===== config.mk =====
export PLATFORM = sky130hd
export DESIGN_NAME = rational_arithmetic_unit_flat
export DESIGN_NICKNAME = d
export VERILOG_FILES = /design/src/hdl/rau_pkg.sv /design/src/hdl/rau_if.sv /design/src/hdl/rational_arithmetic_unit.sv /design/src/flat_wrapper.sv
export SDC_FILE = /design/constraint.sdc
export NUM_CORES = 2
export LEC_CHECK = 0
export BUFFER_PORTS_ARGS = -buffer_cell sky130_fd_sc_hd__buf_2
export CAP_MARGIN = 30
export CORE_MARGIN = 4
export CORE_UTILIZATION = 35
export DETAILED_ROUTE_END_ITERATION = 12
export PLACE_DENSITY = 0.53
export SYNTH_ARGS = -nofsm -noshare
export SYNTH_HDL_FRONTEND = slang
export SYNTH_SLANG_ARGS = --single-unit

===== constraint.sdc =====
create_clock -name i_clk -period 11.2 [get_ports i_clk]
set_input_delay 2.24 -clock i_clk [delete_from_list [all_inputs] [get_ports i_clk]]
set_output_delay 2.24 -clock i_clk [all_outputs]
set_load 0.03 [all_outputs]

===== src/hdl/rau_pkg.sv =====
`default_nettype none
package rau_pkg;
    localparam int unsigned FieldWidthDefault = 16;
    localparam int unsigned ResNumWidth = 32;
    localparam int unsigned ResDenWidth = 31;
    localparam int unsigned OpWidth = 3;

    localparam logic [OpWidth-1:0] OP_ADD = 3'd0;
    localparam logic [OpWidth-1:0] OP_SUB = 3'd1;
    localparam logic [OpWidth-1:0] OP_MUL = 3'd2;
    localparam logic [OpWidth-1:0] OP_DIV = 3'd3;
    localparam logic [OpWidth-1:0] OP_CMP = 3'd4;
    localparam logic [OpWidth-1:0] OP_NEG = 3'd5;
    localparam logic [OpWidth-1:0] OP_RCP = 3'd6;
    localparam logic [OpWidth-1:0] OP_NONE = 3'd7;

    typedef struct packed {
        logic signed [ResNumWidth-1:0] res_num;
        logic [ResDenWidth-1:0]        res_den;
        logic                          less;
        logic                          greater;
        logic                          equal;
        logic                          div_zero;
    } t_result;
endpackage
`default_nettype wire


===== src/hdl/rau_if.sv =====
`default_nettype none
interface rau_req_if #(
    parameter int unsigned FIELD_WIDTH = rau_pkg::FieldWidthDefault
);
    logic valid;
    logic ready;
    logic [rau_pkg::OpWidth-1:0] req_type;
    logic signed [FIELD_WIDTH-1:0] a_num;
    logic [FIELD_WIDTH-2:0] a_den;
    logic signed [FIELD_WIDTH-1:0] b_num;
    logic [FIELD_WIDTH-2:0] b_den;
    modport source (output valid, req_type, a_num, a_den, b_num, b_den, input ready);
    modport sink (input valid, req_type, a_num, a_den, b_num, b_den, output ready);
endinterface

interface rau_res_if;
    logic valid;
    logic ready;
    logic signed [rau_pkg::ResNumWidth-1:0] res_num;
    logic [rau_pkg::ResDenWidth-1:0] res_den;
    logic less;
    logic greater;
    logic equal;
    logic div_zero;
    modport source (output valid, res_num, res_den, less, greater, equal, div_zero,
                    input ready);
    modport sink (input valid, res_num, res_den, less, greater, equal, div_zero,
                  output ready);
endinterface
`default_nettype wire


===== src/hdl/rational_arithmetic_unit.sv =====
// Rational arithmetic unit.
// A request word on i_req carries an opcode and two fractions a_num/a_den
// and b_num/b_den. The unit adds, subtracts, multiplies, divides, negates a
// or takes the reciprocal of a, and returns one result word on o_res reduced
// to lowest terms with a positive denominator; a zero numerator gives 0/1.
// A compare request sets less, greater and equal instead. A zero result
// denominator sets div_zero and the numerator comes out unreduced.
// Products are formed by shift-and-add, one multiplier bit per cycle, the
// gcd is found by the binary (Stein) method, and the two divisions by the
// gcd are restoring divisions, one quotient bit per cycle. Add, subtract
// and compare form three products; the other operations form two.
// i_req.ready is high only while the unit is idle, so a new request is
// taken only after the previous result has been handed on. The result is
// held in an output register until o_res.ready takes it; a stalled
// receiver keeps the unit from taking the next request. Reset (i_rst_n
// low, synchronous) returns the sequencer to idle and drops o_res.valid.
`default_nettype none
module rational_arithmetic_unit #(
    parameter int unsigned FIELD_WIDTH = rau_pkg::FieldWidthDefault
) (
    input  wire logic i_clk,
    input  wire logic i_rst_n,
    rau_req_if.sink   i_req,
    rau_res_if.source o_res
);
    // Products fit in 2*FIELD_WIDTH bits; a sum needs one more.
    localparam int unsigned MW = 2 * FIELD_WIDTH;
    localparam int unsigned WW = MW + 1;
    localparam int unsigned CW = $clog2(WW + 1);

    localparam logic [3:0] S_IDLE = 4'd0;
    localparam logic [3:0] S_MUL  = 4'd1;
    localparam logic [3:0] S_COMB = 4'd2;
    localparam logic [3:0] S_GTZ  = 4'd3;
    localparam logic [3:0] S_GSUB = 4'd4;
    localparam logic [3:0] S_DIVA = 4'd5;
    localparam logic [3:0] S_DIVB = 4'd6;
    localparam logic [3:0] S_DONE = 4'd7;
    localparam logic [3:0] S_OUT  = 4'd8;
    localparam logic [3:0] S_MUL2 = 4'd9;

    logic [3:0] r_state, n_state;
    logic [rau_pkg::OpWidth-1:0] r_op;
    logic signed [FIELD_WIDTH-1:0] r_an, r_bn;
    logic [FIELD_WIDTH-2:0] r_ad, r_bd;
    // Multiplier: r_mc multiplicand magnitude, r_mp multiplier, r_acc product.
    logic [WW-1:0] r_mc, r_mp, r_acc;
    logic [WW-1:0] r_p1, r_p2, r_p3;  // first, second, third product
    logic [1:0] r_pidx;
    logic r_pneg;
    // Reduction registers: magnitude, denominator, gcd working pair.
    logic [WW-1:0] r_mag, r_den, r_gu, r_gv;
    logic [CW-1:0] r_shift;
    logic r_neg;
    // Divider.
    logic [WW-1:0] r_rem, r_quo;
    logic [CW-1:0] r_cnt;
    rau_pkg::t_result r_res;
    logic r_valid;

    logic [WW-1:0] w_sum;
    logic signed [WW:0] w_num_s, w_den_s;

    assign i_req.ready = (r_state == S_IDLE);
    assign o_res.valid = r_valid;
    assign o_res.res_num = r_res.res_num;
    assign o_res.res_den = r_res.res_den;
    assign o_res.less = r_res.less;
    assign o_res.greater = r_res.greater;
    assign o_res.equal = r_res.equal;
    assign o_res.div_zero = r_res.div_zero;

    // The shared adder.
    assign w_sum = r_acc + (r_mp[0] ? r_mc : '0);

    // Signed views of the combined numerator and denominator.
    always_comb begin
        logic signed [WW:0] p1s, p2s, p3s;
        p1s = $signed({r_p1[WW-1], r_p1});
        p2s = $signed({r_p2[WW-1], r_p2});
        p3s = $signed({r_p3[WW-1], r_p3});
        w_num_s = '0;
        w_den_s = '0;
        unique case (r_op)
            rau_pkg::OP_ADD: begin
                w_num_s = p1s + p2s;
                w_den_s = p3s;
            end
            rau_pkg::OP_SUB: begin
                w_num_s = p1s - p2s;
                w_den_s = p3s;
            end
            default: begin
                w_num_s = p1s;
                w_den_s = p3s;
            end
        endcase
    end

    // Signed product in two's complement, stored in r_p* after sign fix.
    logic [WW-1:0] w_prod;
    assign w_prod = r_pneg ? (~r_acc + WW'(1)) : r_acc;

    // Operands for product k: 0 -> (an,bd) / (an,bn) / (-an) ; etc.
    logic signed [FIELD_WIDTH:0] w_x, w_y;
    always_comb begin
        w_x = '0;
        w_y = '0;
        unique case (r_op)
            rau_pkg::OP_MUL: begin
                w_x = (r_pidx == 2'd0) ? (FIELD_WIDTH+1)'(r_an) : $signed({2'b0, r_ad});
                w_y = (r_pidx == 2'd0) ? (FIELD_WIDTH+1)'(r_bn) : $signed({2'b0, r_bd});
            end
            rau_pkg::OP_DIV: begin
                w_x = (r_pidx == 2'd0) ? (FIELD_WIDTH+1)'(r_an) : $signed({2'b0, r_ad});
                w_y = (r_pidx == 2'd0) ? $signed({2'b0, r_bd}) : (FIELD_WIDTH+1)'(r_bn);
            end
            rau_pkg::OP_NEG: begin
                w_x = (r_pidx == 2'd0) ? -(FIELD_WIDTH+1)'(r_an) : $signed({2'b0, r_ad});
                w_y = (FIELD_WIDTH+1)'(1);
            end
            rau_pkg::OP_RCP: begin
                w_x = (r_pidx == 2'd0) ? $signed({2'b0, r_ad}) : (FIELD_WIDTH+1)'(r_an);
                w_y = (FIELD_WIDTH+1)'(1);
            end
            default: begin
                w_x = (r_pidx == 2'd0) ? (FIELD_WIDTH+1)'(r_an)
                    : (r_pidx == 2'd1) ? (FIELD_WIDTH+1)'(r_bn) : $signed({2'b0, r_ad});
                w_y = (r_pidx == 2'd0) ? $signed({2'b0, r_bd}) : $signed({2'b0, r_ad});
                if (r_pidx == 2'd2) w_y = $signed({2'b0, r_bd});
            end
        endcase
    end

    logic [WW-1:0] w_xm, w_ym;
    assign w_xm = w_x[FIELD_WIDTH] ? WW'(-w_x) : WW'(w_x);
    assign w_ym = w_y[FIELD_WIDTH] ? WW'(-w_y) : WW'(w_y);

    always_ff @(posedge i_clk) begin
        if (!i_rst_n) begin
            r_state <= S_IDLE;
            r_valid <= 1'b0;
        end else begin
            r_state <= n_state;
            if (r_state == S_DONE) begin
                r_valid <= 1'b1;
            end else if (o_res.ready) begin
                r_valid <= 1'b0;
            end
        end
    end

    always_comb begin
        n_state = r_state;
        unique case (r_state)
            S_IDLE: if (i_req.valid) n_state = S_MUL2;
            S_MUL2: n_state = S_MUL;
            S_MUL: begin
                if (r_cnt == '0) begin
                    if (r_pidx == 2'd2) n_state = S_COMB;
                    else n_state = S_MUL2;
                end
            end
            S_COMB: n_state = S_GTZ;
            S_GTZ: n_state = S_GSUB;
            S_GSUB: if (r_gv == '0) n_state = S_DIVA;
            S_DIVA: if (r_cnt == '0) n_state = S_DIVB;
            S_DIVB: if (r_cnt == '0) n_state = S_DONE;
            S_DONE: n_state = S_OUT;
            S_OUT: if (!r_valid || o_res.ready) n_state = S_IDLE;
            default: n_state = S_IDLE;
        endcase
    end

    always_ff @(posedge i_clk) begin
        unique case (r_state)
            S_IDLE: begin
                r_op <= i_req.req_type;
                r_an <= i_req.a_num;
                r_ad <= i_req.a_den;
                r_bn <= i_req.b_num;
                r_bd <= i_req.b_den;
                r_pidx <= 2'd0;
                r_res <= '0;
            end
            S_MUL2: begin
                r_mc <= w_xm;
                r_mp <= w_ym;
                r_acc <= '0;
                r_pneg <= w_x[FIELD_WIDTH] ^ w_y[FIELD_WIDTH];
                r_cnt <= CW'(MW);
            end
            S_MUL: begin
                if (r_cnt == '0) begin
                    unique case (r_pidx)
                        2'd0: r_p1 <= w_prod;
                        2'd1: r_p2 <= w_prod;
                        default: r_p3 <= w_prod;
                    endcase
                    if (r_pidx == 2'd0 && r_op != rau_pkg::OP_ADD
                        && r_op != rau_pkg::OP_SUB && r_op != rau_pkg::OP_CMP) begin
                        r_pidx <= 2'd2;
                    end else begin
                        r_pidx <= r_pidx + 2'd1;
                    end
                end else begin
                    r_acc <= w_sum;
                    r_mc <= {r_mc[WW-2:0], 1'b0};
                    r_mp <= {1'b0, r_mp[WW-1:1]};
                    r_cnt <= r_cnt - CW'(1);
                end
            end
            S_COMB: begin
                // Move the sign of the denominator to the numerator.
                logic signed [WW:0] nn, dd;
                nn = w_num_s;
                dd = w_den_s;
                if (r_op == rau_pkg::OP_CMP) begin
                    r_res.less <= $signed(r_p1) < $signed(r_p2);
                    r_res.greater <= $signed(r_p1) > $signed(r_p2);
                    r_res.equal <= (r_an == r_bn) && (r_ad == r_bd);
                end
                if (dd[WW]) begin
                    nn = -nn;
                    dd = -dd;
                end
                r_neg <= nn[WW];
                r_mag <= nn[WW] ? WW'(-nn) : WW'(nn);
                r_den <= WW'(dd);
                // A zero denominator takes a gcd of one, so the numerator
                // passes through the divisions unchanged.
                if (dd == '0) begin
                    r_gu <= WW'(1);
                end else begin
                    r_gu <= nn[WW] ? WW'(-nn) : WW'(nn);
                end
                r_gv <= WW'(dd);
                r_shift <= '0;
            end
            S_GTZ: begin
                // A zero numerator makes the denominator itself the gcd.
                if (r_gu == '0) begin
                    r_gu <= r_gv;
                    r_gv <= '0;
                end
            end
            S_GSUB: begin
                // Binary gcd: r_gu stays nonzero, the loop ends when r_gv
                // reaches zero and r_gu scaled by the common twos is the gcd.
                if (r_gv != '0) begin
                    if (r_gu[0] == 1'b0 && r_gv[0] == 1'b0) begin
                        r_gu <= r_gu >> 1;
                        r_gv <= r_gv >> 1;
                        r_shift <= r_shift + CW'(1);
                    end else if (r_gu[0] == 1'b0) begin
                        r_gu <= r_gu >> 1;
                    end else if (r_gv[0] == 1'b0) begin
                        r_gv <= r_gv >> 1;
                    end else if (r_gu >= r_gv) begin
                        r_gu <= r_gv;
                        r_gv <= (r_gu - r_gv) >> 1;
                    end else begin
                        r_gv <= (r_gv - r_gu) >> 1;
                    end
                end else begin
                    r_gu <= r_gu << r_shift;
                    r_rem <= '0;
                    r_cnt <= CW'(WW);
                end
            end
            S_DIVA, S_DIVB: begin
                if (r_cnt == '0) begin
                    if (r_state == S_DIVA) r_mag <= r_quo;
                    else r_den <= r_quo;
                    r_rem <= '0;
                    r_cnt <= CW'(WW);
                end else begin
                    logic [WW:0] sh;
                    sh = {r_rem, (r_state == S_DIVA ? r_mag[WW-1] : r_den[WW-1])};
                    if (sh >= {1'b0, r_gu}) begin
                        r_rem <= WW'(sh - {1'b0, r_gu});
                        r_quo <= {r_quo[WW-2:0], 1'b1};
                    end else begin
                        r_rem <= WW'(sh);
                        r_quo <= {r_quo[WW-2:0], 1'b0};
                    end
                    if (r_state == S_DIVA) r_mag <= {r_mag[WW-2:0], 1'b0};
                    else r_den <= {r_den[WW-2:0], 1'b0};
                    r_cnt <= r_cnt - CW'(1);
                end
            end
            S_DONE: begin
                if (r_op != rau_pkg::OP_CMP && r_op != rau_pkg::OP_NONE) begin
                    // A zero denominator leaves the numerator unreduced.
                    r_res.res_num <= r_neg ? -rau_pkg::ResNumWidth'(r_mag)
                                           : rau_pkg::ResNumWidth'(r_mag);
                    r_res.res_den <= rau_pkg::ResDenWidth'(r_den);
                    r_res.div_zero <= (r_den == '0);
                end
            end
            default: begin
            end
        endcase
    end

    // A unit that is not idle never takes a request.
    a_busy: assert property (@(posedge i_clk) disable iff (!i_rst_n)
        (r_state != S_IDLE) |-> !i_req.ready) else $error("ready while busy");
    // A held result stays put until taken.
    a_hold: assert property (@(posedge i_clk) disable iff (!i_rst_n)
        (o_res.valid && !o_res.ready) |=> $stable(r_res)) else $error("result moved");
    // Compare flags are exclusive.
    a_cmp: assert property (@(posedge i_clk) disable iff (!i_rst_n)
        o_res.valid |-> !(o_res.less && o_res.greater)) else $error("less and greater");
endmodule
`default_nettype wire


===== src/flat_wrapper.sv =====
// flat-port wrapper written by rule: the top's interface ports become plain ports
module rational_arithmetic_unit_flat 
#(
    parameter int unsigned FIELD_WIDTH = rau_pkg::FieldWidthDefault
)
  (i_clk, i_rst_n, i_req_valid, i_req_req_type, i_req_a_num, i_req_a_den, i_req_b_num, i_req_b_den, i_req_ready, o_res_valid, o_res_res_num, o_res_res_den, o_res_less, o_res_greater, o_res_equal, o_res_div_zero, o_res_ready);
  rau_req_if #(.FIELD_WIDTH(FIELD_WIDTH)) i_req_i ();
  rau_res_if o_res_i ();
  input  wire logic i_clk;
  input  wire logic i_rst_n;
  input wire logic [$bits(i_req_i.valid)-1:0] i_req_valid;
  input wire logic [$bits(i_req_i.req_type)-1:0] i_req_req_type;
  input wire logic [$bits(i_req_i.a_num)-1:0] i_req_a_num;
  input wire logic [$bits(i_req_i.a_den)-1:0] i_req_a_den;
  input wire logic [$bits(i_req_i.b_num)-1:0] i_req_b_num;
  input wire logic [$bits(i_req_i.b_den)-1:0] i_req_b_den;
  output wire logic [$bits(i_req_i.ready)-1:0] i_req_ready;
  output wire logic [$bits(o_res_i.valid)-1:0] o_res_valid;
  output wire logic [$bits(o_res_i.res_num)-1:0] o_res_res_num;
  output wire logic [$bits(o_res_i.res_den)-1:0] o_res_res_den;
  output wire logic [$bits(o_res_i.less)-1:0] o_res_less;
  output wire logic [$bits(o_res_i.greater)-1:0] o_res_greater;
  output wire logic [$bits(o_res_i.equal)-1:0] o_res_equal;
  output wire logic [$bits(o_res_i.div_zero)-1:0] o_res_div_zero;
  input wire logic [$bits(o_res_i.ready)-1:0] o_res_ready;
  assign i_req_i.valid = i_req_valid;
  assign i_req_i.req_type = i_req_req_type;
  assign i_req_i.a_num = i_req_a_num;
  assign i_req_i.a_den = i_req_a_den;
  assign i_req_i.b_num = i_req_b_num;
  assign i_req_i.b_den = i_req_b_den;
  assign i_req_ready = i_req_i.ready;
  assign o_res_valid = o_res_i.valid;
  assign o_res_res_num = o_res_i.res_num;
  assign o_res_res_den = o_res_i.res_den;
  assign o_res_less = o_res_i.less;
  assign o_res_greater = o_res_i.greater;
  assign o_res_equal = o_res_i.equal;
  assign o_res_div_zero = o_res_i.div_zero;
  assign o_res_i.ready = o_res_ready;
  rational_arithmetic_unit #(.FIELD_WIDTH(FIELD_WIDTH)) u_core (.i_clk(i_clk), .i_rst_n(i_rst_n), .i_req(i_req_i), .o_res(o_res_i));
endmodule

==> metrics.md <==
| Metric | Value |
|---|---|
| Outcome | `finished, final reports clean` |
| HP Class | `flip-flop to flip-flop` |
| CTS sink count | `about 550` |
| Main synth FF type | `edfxtp_1` |
| Fmax | `~150 MHz` |
| Hold Buf Count CTS | `0` |
| Post-synth top area cell | `edfxtp_1` |
| Power per cell area | `approximately 210 mW/mm²` |
| Post-layout min period | `roughly 6.5 ns` |
| Longest Clk Path Bufs | `3` |
| Setup CP Type | `flip-flop to flip-flop` |
| VDD IR max | `around 0.15 mV` |
| Most common cell after layout, fill and taps aside | `edfxtp_1` |
| Met3 GRT Util | `0.0400` |
| DR pass1 iterations | `8` |
| Synthesized cell area | `0.0406 mm²` |
| Fin crit share | `0.578` |
| Share of layout cells above drive strength 1 | `0.0985` |
| Hold Vio Cnt, Final | `0` |
| CP Data Arrival Time | `~7 ns` |
| Syn Nets | `about 4,600` |
| Grt total ovfl | `0` |
| Fin. max-slew vios | `0` |
| CP startpoint kind | `flip-flop` |
| # IOs | `between 100 and 150` |
| Final setup vio count | `0` |
| H-tree Lvls | `3` |
| Clock Tree Root | `clkbuf_16` |
| Die Ht | `about 350 µm` |
| Avg WL per Cell | `24.2 µm` |
| First-pass GRT wire length | `215,000 µm` |
| Capture point of the worst path | `u_core.r_gu[28]` |
| TritonCTS buffer count | `68` |
| Syn Inst Count | `between 4,000 and 5,000` |
| Setup_tns | `0 ns` |
| Port bufs | `around 140` |
| Initial Util | `0.354` |
| Syn avg cell area | `~9.3 µm²` |
| Most frequent cells in the layout | `544 x edfxtp_1, 392 x nor2_1, 351 x a21oi_1` |
| Buf/Inv on CP | `3` |
| Crit path depth | `17` |
| Overall power | `0.00932 W` |
| Critical Path Max Stage Delay | `approximately 0.68 ns` |
| Pleak | `17.4 nW` |
| Reg clk slew, reported paths | `0.06 ns` |
| Synth top area share | `0.402` |
| Synthesis-to-finish area growth | `11.8%` |
| Hold Crit Start | `u_core.r_quo[12]` |
| Footprint of the multi-input gates | `0.0227 mm²` |
| Slew headroom | `0.264` |
| Worst path top cell family by delay | `simple AND/OR/NAND/NOR gates` |
| Worst-Skew Late Latency | `0.64 ns` |
| CP cell instances | `buf_4, clkinv_1, buf_4, a211oi_1, o21ai_0, a31oi_1, nand2_1, nor4b_1, nand2_1, nor3b_2, nor4b_1, o311ai_1, a211oi_2, and4bb_1, a21oi_1, xnor2_1, o21ai_0` |
| Critical Path RT | `~12 ns` |
| Top Usage Layer GRT | `met2` |
| Post-route clock skew | `about 0.03 ns` |
| Reg area | `0.0164 mm²` |
| Worst R2R Path Depth | `17` |
| Core area | `around 0.11 mm²` |
| Actual slew at the worst max-slew pin | `roughly 1.1 ns` |
| FILL cells | `around 11,000` |
| Vias in the first global route | `roughly 33,000` |
| Vias | `~35,000` |
| DRT antenna net count | `0` |
| CP Launch Point | `u_core.r_op[0]` |
| EDFF count, synth | `544` |
| 1st-iter DRT viols | `~3,900` |
| Die area | `0.122 mm²` |
| Tot GR Track Use | `0.230` |
| Gpl congestion | `a little under 1` |
| CTS-repair resized insts | `0` |
| Async set or reset register ratio after synthesis | `0` |
| Initial antenna violation count | `3` |
| Drt total wl | `about 140,000 µm` |
| CTS tree | `yes` |
| Number of vias per cell | `5.86` |
| DRC | `0` |
| Unrepaired setup endpoints after global routing | `no` |
| Unique masters post-synth | `approximately 90` |
| Largest net degree at the start of global routing | `between 80 and 90` |
| Area contributors post-synth | `edfxtp_1 40%, ha_1 6.5%, a21oi_1 4.4%` |
| Die width | `around 350 µm` |
| HPWL Detailed | `~110,000 µm` |
| Routing usage on met1 | `0.326` |
| Synth warn | `0` |
| CP max FO | `50` |
| Critical R2R Launch | `u_core.r_op[0]` |
| Worst reg2reg endpoint | `u_core.r_gu[28]` |
| Max Cap Viol | `0` |
| CP max-delay cell | `a211oi_2` |
| Final Net Count | `between 4,000 and 5,000` |
| Critical Path End Type | `flip-flop` |
| Row count | `124` |
| Synthesis-stage register bit count | `about 550` |
| Met2 Use GR | `0.350` |
| Reg2Reg Setup Slack | `about 4.7 ns` |
| Post-CTS Setup Bufs | `0` |
| Seq/Total Area, Yosys | `0.405` |
-- per-stage QoR --
step	utilization	area [µm²]	hold WS, ns	worst slack, ns	std cells
after global routing	0.395	45400	0.452	4.37	5969
after global placement	0.375	43000	0.420	5.05	5840
after detailed placement	0.376	43100	0.426	4.98	5848
after floorplan	-	40600	0.417	2.04	4345
final	0.395	45400	0.431	4.72	5971
after CTS	0.395	45400	0.436	4.96	5968
-- per-layer routing --
| metal | vias up | part of all wire | wire (µm) |
|---|---|---|---|
| met5 | - | 0.000062 | 9 |
| met4 | 2 | 0.043 | 6220 |
| met3 | 276 | 0.077 | 11100 |
| met2 | 1396 | 0.44 | 63100 |
| met1 | 16988 | 0.44 | 64200 |
| li1 | 16308 | - | - |
-- cells by family after synthesis --
| logic type | share of synthesized area |
|---|---|
| and+or+nand+nor | 0.171 |
| AOI/OAI and AO/OA | 0.196 |
| DFF | 0.405 |
| buffers and inverters | 0.0409 |
| xor gates and xnor gates | 0.0699 |
| adders and majority gates | 0.0683 |
| muxes | 0.0490 |
| other | 0.0000923 |
-- layout make-up --
cell class,instances,area share
inverter,205,0.0169
sequential,549,0.362
multi-input combinational,3357,0.499
timing repair buffer,226,0.0308
tap,1512,0.0417
clock buffer,83,0.0392
clock inverter,37,0.0104
antenna,2,0.000110
-- power breakdown --
| group | leakage [nW] | internal, W | switching [W] |
|---|---|---|---|
| clock network | 1.10 | 0.00135 | 0.000935 |
| logic | 11.1 | 0.00125 | 0.00254 |
| registers | 5.22 | 0.00293 | 0.000314 |
-- sequential cells by signal, summed over array words and instances, names as in the netlist, 3 cells and up --
| signal | cells |
|---|---|
| u_core.r_mag | 33 |
| u_core.o_res.res_num | 32 |
| u_core.r_cnt | 6 |
| u_core.r_den | 33 |
| u_core.r_ad | 15 |
| u_core.r_gv | 33 |
| u_core.r_mc | 33 |
| u_core.r_rem | 33 |
| u_core.r_op | 3 |
| u_core.r_p1 | 33 |
| u_core.r_bd | 15 |
| u_core.r_p2 | 33 |
| u_core.r_mp | 33 |
| u_core.r_state | 4 |
| u_core.r_p3 | 33 |
| u_core.r_shift | 6 |
| u_core.r_quo | 33 |
| u_core.o_res.res_den | 31 |
| u_core.r_gu | 33 |
| u_core.r_bn | 16 |
| u_core.r_acc | 33 |
| u_core.r_an | 16 |
-- synth_stat cells, types with 79 or more instances --
cell type	number
a211oi_1	84
a21o_1	91
a21oi_1	355
and2_1	112
clkbuf_1	205
edfxtp_1	544
ha_1	212
inv_1	201
mux2i_1	139
nand2_1	333
nand3_1	79
nor2_1	399
nor3_1	87
o21ai_0	253
xnor2_1	167
xor2_1	157
-- worst min-delay path by stage --
stage               slack [ns]  depth (start not counted)          endpoint
finish                    0.43                          0  u_core.r_quo[13]
CTS                       0.44                          0  u_core.r_quo[13]
global route              0.45                          0  u_core.r_quo[28]
floorplan                 0.42                          0  u_core.r_quo[10]
global placement          0.42                          0   u_core.r_quo[5]
detailed placement        0.43                          0   u_core.r_quo[5]
(Power assumes the default switching activity.)
